`src/rtl/core/spq_pkg.sv`:
```
// Shared types and codes for the sorted priority queue.
// No dependencies; used by spq_cell and sorted_priority_queue_top.
package spq_pkg;

	localparam int ValueW = 32;
	localparam int PrioW  = 16;
	localparam int OccW   = 5;

	// Operation codes on the operation input
	typedef enum logic {
		OP_INSERT = 1'b0,
		OP_DELETE = 1'b1
	} op_t;

	// Result status codes
	typedef enum logic [1:0] {
		ST_OK        = 2'd0,
		ST_UNDERFLOW = 2'd1,
		ST_OVERFLOW  = 2'd2
	} status_t;

	// Command broadcast to every cell of the chain
	typedef struct packed {
		logic                     ins_en;
		logic                     del_en;
		logic signed [ValueW-1:0] new_value;
		logic signed [PrioW-1:0]  new_priority;
	} cmd_t;

endpackage

```
`src/rtl/core/spq_cell.sv`:
```
// One slot of the sorted shift chain: holds a value/priority pair.
// Depends on spq_pkg for the command struct and field widths.
module spq_cell (
	input  logic                              clk,
	input  spq_pkg::cmd_t                     cmd,
	input  logic                              occupied,
	input  logic                              left_keep,
	input  logic signed [spq_pkg::ValueW-1:0] left_value,
	input  logic signed [spq_pkg::PrioW-1:0]  left_priority,
	input  logic signed [spq_pkg::ValueW-1:0] right_value,
	input  logic signed [spq_pkg::PrioW-1:0]  right_priority,
	output logic                              keep,
	output logic signed [spq_pkg::ValueW-1:0] value,
	output logic signed [spq_pkg::PrioW-1:0]  priority_o
);

	logic signed [spq_pkg::ValueW-1:0] value_q;
	logic signed [spq_pkg::PrioW-1:0]  prio_q;

	// Entry stays put on insert if it ranks ahead of or ties the new pair
	assign keep       = occupied && (prio_q >= cmd.new_priority);
	assign value      = value_q;
	assign priority_o = prio_q;

	// Insert: hold, take the new pair, or shift in from the left.
	// Delete: shift in from the right.
	always_ff @(posedge clk) begin
		if (cmd.ins_en) begin
			if (!keep) begin
				if (left_keep) begin
					value_q <= cmd.new_value;
					prio_q  <= cmd.new_priority;
				end else begin
					value_q <= left_value;
					prio_q  <= left_priority;
				end
			end
		end else if (cmd.del_en) begin
			value_q <= right_value;
			prio_q  <= right_priority;
		end
	end

endmodule

```
`src/rtl/core/sorted_priority_queue_top.sv`:
```
// Sorted priority queue: one command beat per cycle, result registered.
// done pulses on the cycle after start; throughput one beat per cycle.
// The whole chain of DEPTH cells shifts in parallel, so busy never rises.
// Reset clears the count and the result strobe; slot contents are not reset.
// Results cannot be stalled by the receiver.
// Depends on spq_pkg and spq_cell.
module sorted_priority_queue_top #(
	parameter int DEPTH = 16
) (
	input  logic        clk,
	input  logic        arst_n,
	input  logic        start,
	output logic        busy,
	input  logic        operation,
	input  logic signed [spq_pkg::ValueW-1:0] item_value,
	input  logic signed [spq_pkg::PrioW-1:0]  item_priority,
	output logic        done,
	output logic [1:0]  status,
	output logic signed [spq_pkg::ValueW-1:0] removed_value,
	output logic signed [spq_pkg::PrioW-1:0]  removed_priority,
	output logic [spq_pkg::OccW-1:0]          occupancy
);

	localparam int CntW = $clog2(DEPTH + 1);

	logic [CntW-1:0]     count_q;
	logic [CntW-1:0]     count_nxt;
	logic                accept;
	logic                is_full;
	logic                is_empty;
	spq_pkg::cmd_t       cmd;
	spq_pkg::status_t    status_nxt;

	logic                              keep_w  [DEPTH];
	logic signed [spq_pkg::ValueW-1:0] value_w [DEPTH];
	logic signed [spq_pkg::PrioW-1:0]  prio_w  [DEPTH];

	logic                              done_q;
	spq_pkg::status_t                  status_q;
	logic signed [spq_pkg::ValueW-1:0] rvalue_q;
	logic signed [spq_pkg::PrioW-1:0]  rprio_q;

	assign busy     = 1'b0;
	assign accept   = start && !busy;
	assign is_full  = (count_q == CntW'(DEPTH));
	assign is_empty = (count_q == '0);

	// Decode the beat into a chain command
	always_comb begin
		cmd.ins_en       = accept && (operation == spq_pkg::OP_INSERT) && !is_full;
		cmd.del_en       = accept && (operation == spq_pkg::OP_DELETE) && !is_empty;
		cmd.new_value    = item_value;
		cmd.new_priority = item_priority;
	end

	// Status and next count
	always_comb begin
		status_nxt = spq_pkg::ST_OK;
		count_nxt  = count_q;
		if (operation == spq_pkg::OP_INSERT) begin
			if (is_full) status_nxt = spq_pkg::ST_OVERFLOW;
			else count_nxt = count_q + CntW'(1);
		end else begin
			if (is_empty) status_nxt = spq_pkg::ST_UNDERFLOW;
			else count_nxt = count_q - CntW'(1);
		end
	end

	// Chain of cells, head at index 0
	for (genvar i = 0; i < DEPTH; i++) begin : g_cell
		logic                              l_keep;
		logic signed [spq_pkg::ValueW-1:0] l_value;
		logic signed [spq_pkg::PrioW-1:0]  l_prio;
		logic signed [spq_pkg::ValueW-1:0] r_value;
		logic signed [spq_pkg::PrioW-1:0]  r_prio;

		if (i == 0) begin : g_head
			assign l_keep  = 1'b1;
			assign l_value = item_value;
			assign l_prio  = item_priority;
		end else begin : g_body
			assign l_keep  = keep_w[i-1];
			assign l_value = value_w[i-1];
			assign l_prio  = prio_w[i-1];
		end

		if (i == DEPTH - 1) begin : g_tail
			assign r_value = value_w[i];
			assign r_prio  = prio_w[i];
		end else begin : g_mid
			assign r_value = value_w[i+1];
			assign r_prio  = prio_w[i+1];
		end

		spq_cell u_cell (
			.clk            (clk),
			.cmd            (cmd),
			.occupied       (CntW'(i) < count_q),
			.left_keep      (l_keep),
			.left_value     (l_value),
			.left_priority  (l_prio),
			.right_value    (r_value),
			.right_priority (r_prio),
			.keep           (keep_w[i]),
			.value          (value_w[i]),
			.priority_o     (prio_w[i])
		);
	end

	// Count and result strobe
	always_ff @(posedge clk or negedge arst_n) begin
		if (!arst_n) begin
			count_q <= '0;
			done_q  <= 1'b0;
		end else begin
			done_q <= accept;
			if (accept) count_q <= count_nxt;
		end
	end

	// Result payload
	always_ff @(posedge clk) begin
		if (accept) begin
			status_q <= status_nxt;
			if (cmd.del_en) begin
				rvalue_q <= value_w[0];
				rprio_q  <= prio_w[0];
			end else begin
				rvalue_q <= '0;
				rprio_q  <= '0;
			end
		end
	end

	assign done             = done_q;
	assign status           = status_q;
	assign removed_value    = rvalue_q;
	assign removed_priority = rprio_q;
	assign occupancy        = spq_pkg::OccW'(count_q);

endmodule
```
`config.mk`:
```
export PLATFORM = sky130hd
export DESIGN_NAME = sorted_priority_queue_top
export DESIGN_NICKNAME = d
export VERILOG_FILES = /design/src/rtl/core/spq_pkg.sv /design/src/rtl/core/spq_cell.sv /design/src/rtl/core/sorted_priority_queue_top.sv
export SDC_FILE = /design/constraint.sdc
export NUM_CORES = 2
export LEC_CHECK = 0
export BUFFER_PORTS_ARGS = -buffer_cell sky130_fd_sc_hd__clkbuf_2
export CAP_MARGIN = 20
export CORE_ASPECT_RATIO = 1.25
export CORE_MARGIN = 1
export CORE_UTILIZATION = 35
export CTS_CLUSTER_DIAMETER = 50
export CTS_CLUSTER_SIZE = 40
export DETAILED_ROUTE_END_ITERATION = 12
export SYNTH_ARGS = -nofsm -noshare
export SYNTH_HDL_FRONTEND = slang
export SYNTH_SLANG_ARGS = --single-unit
```
`constraint.sdc`:
```
create_clock -name clk -period 7.7 [get_ports clk]
set_clock_uncertainty 0.1 [all_clocks]
set_input_delay 0.77 -clock clk [delete_from_list [all_inputs] [get_ports clk]]
set_output_delay 0.77 -clock clk [all_outputs]
set_load 0.005 [all_outputs]
```
==> summary.md <==
| Metric | Value |
|---|---|
| Status | completed |
| Post-Synthesis Cell Area | approximately 0.046 mm2 |
| Fin crit share | 0.614 |
| Slew HR | 0.240 |
| Top-count cell post-synth | edfxtp_1 |
| Root Driver | clkbuf_16 |
| Critical path arrival | around 5.0 ns |
| Die width | 327 um |
| Filler cells | about 13000 |
| Detailed Route WL | roughly 160000 um |
| Leading post-synthesis cells by cell area | edfxtp_1, ha_1, a21oi_1 |
| Crit path launch type | flip-flop |
| Ys Warns | 0 |
| Die area | between 0.1 and 0.15 mm2 |
| Top cell type's share of synthesized area | 0.533 |
| Routability cong. | between 0.9 and 1 |
| Post-CTS Resized | 0 |
| Synth Instances | roughly 4400 |
| CP endpoint kind | flip-flop |
| Largest net degree at the start of global routing | 188 |
| Die Ht | ~410 um |
| Layout cells sized above 1 | 0.106 |
| Clk sinks | slightly above 800 |
| RSZ-0062 raised after global routing | false |
| Routed WL per cell | between 20 and 30 um |
| Vias | ~37000 |
| I/O pin cnt | approximately 110 |
| Max-Cap Viols | 0 |
| Placed Cells | 5919 |
| Inserted Clock Buffers | around 100 |
| Peak Freq | 212 MHz |
| Synthesized area per cell | 10.5 um2 |
| CTS tree | yes |
| Global Route Usage Sum | 0.238 |
| Leakage | 0.0191 uW |
| Crit-path max FO | between 150 and 200 |
| Post-layout util | 0.397 |
| Flops & latches, synth | 824 |
| Mapped Nets | 4703 |
| Clock-pin slew on the worst setup and hold paths | roughly 0.060 ns |
| Sequential area share after synthesis | 0.536 |
| Slew Limit Fails | 0 |
| DRC viols | 0 |
| First-pass GRT wire length | 238000 um |
| Core Area | about 0.13 mm2 |
| Pwr per Cell Area | ~380 mW/mm2 |
| First-pass DRT Iterations | 6 |
| Clk Latency, worst-skew pair | approximately 0.7 ns |
| Worst Path Required | approximately 8 ns |
| Actual slew at the worst max-slew pin | about 1.1 ns |
| Vias/cell | roughly 6.0 |
| Rows | around 150 |
| Asr flop ratio synth | 0.00728 |
| Vias in the first global route | roughly 36000 |
| Maximum clock path buffer count | 3 |
| Type of the tightest min-delay check | in2async |
| Main flop type after synthesis | edfxtp_1 |
| Tmin final | 4.73 ns |
| Final cell count without fillers | around 6000 |
| Finish-stage setup viols | 0 |
| Post-route ant nets | 0 |
| Initial DRC Count | 4210 |
| Htree depth | 3 |
| Fin nets | between 4000 and 5000 |
| Worst VDD drop | 320 uV |
| Setup CP Type | reg2reg |
| Post-synth top area cell | edfxtp_1 |
| Syn-to-layout area delta | 12.4% |
| Leading cell types by count after synthesis | edfxtp_1, a21oi_1, nand2_1 |
| Initial Utilization | 0.353 |
| Library cells used by synthesis | roughly 70 |
| Total gr overflow | 0 |
| Initial antenna violation count | 16 |
| Post-synth EDFFs | 818 |
| Setup TNS Final | 0 ns |
| Fin. Hold Viols | 0 |
| Hpwl dp | around 100000 um |
| Port Buffer Count | around 110 |
## logic make-up after synthesis
| group | synth area share |
|---|---|
| simple gates | 0.143 |
| mux | 0.0468 |
| compound gates | 0.165 |
| xor+xnor | 0.000950 |
| flops | 0.536 |
| buf+inv | 0.0376 |
| other cells | 0.0000814 |
| fa+ha+maj | 0.0703 |
## what timing repair did
item | CTS | global route
setup buffers | 0 | 0
endpoints found under the hold margin | 6 | 0
setup endpoints to repair | 0 | 0
hold buffers | 1 | 0
## worst max-delay path, stage by stage (launching register included)
cell and delay [ns]:
dfrtp_1 0.53, inv_1 0.18, ha_1 0.28, nand3_1 0.14, nand3b_1 0.57, buf_4 0.65
buf_12 0.44, o21ai_4 0.97, buf_12 0.32
## where the power goes
part	leakage (uW)	internal, uW	switching (uW)	total [uW]
Clock	0.00168	2950	2160	5110
Sequential	0.00791	6650	829	7480
Combinational	0.00952	2100	4940	7040
Total	0.0191	11700	7930	19600
## path summary, 6_finish.rpt
kind,slack (ns),start,endpoint,depth (start not counted)
worst max-delay path,2.97,occupancy[0],g_cell[12].u_cell.value[23],8
min in group clk,0.39,operation,status[1],2
max in group asynchronous,7.03,arst_n,occupancy[0],2
worst min-delay path,0.32,arst_n,done,2
worst min register to register,0.42,g_cell[15].u_cell.value[18],g_cell[14].u_cell.value[18],2
worst max register to register,2.97,occupancy[0],g_cell[12].u_cell.value[23],8
## metal layers
metal,global-route usage,part of all wire,vias to the layer above
li1,-,-,16352
met5,0,0.000074,-
met4,0.133,0.061,2
met2,0.393,0.48,1803
met3,0.0342,0.075,441
met1,0.297,0.39,18134
## per-stage QoR
stage                     power, uW  hold slack (ns)  setup slack [ns]  area [um2]
after floorplan               11700            0.374             0.569       46100
after global placement        14300            0.405              2.52       48100
after detailed placement      14400            0.415              2.46       48200
after CTS                     19600            0.303              3.12       51800
after global routing          20400            0.359              2.84       51800
final                         19600            0.324              2.97       51800
## cell type report
class	instances	area (um2)	area share
multi-input cells	3150	19900	0.385
repair buffers	181	1290	0.0249
clock buffers	113	2590	0.0501
well taps	1725	2160	0.0417
diodes	5	12.5	0.000242
inverters	41	154	0.00297
flip-flops and latches	824	24700	0.477
clock inverters	76	930	0.0179
## sequential cells by signal, summed over array words and instances, names as in the netlist
signal                    cells
removed_value                32
status                        2
g_cell.u_cell.priority_o    256
occupancy                     5
done                          1
removed_priority             16
g_cell.u_cell.value         512
## placed cells by master (no fill, tap or decap), drive strengths merged, types with 74 or more instances in the layout
cell | netlist | layout
edfxtp | 818 | 818
a21oi | 592 | 592
nand2 | 540 | 540
nor2 | 365 | 365
o211ai | 299 | 299
ha | 259 | 259
nand3 | 258 | 258
clkbuf | 286 | 219
o21ai | 167 | 167
mux2i | 160 | 160
nand4 | 96 | 96
and2 | 81 | 81
buf | 91 | 74
Power figures use the tool's default switching activity.
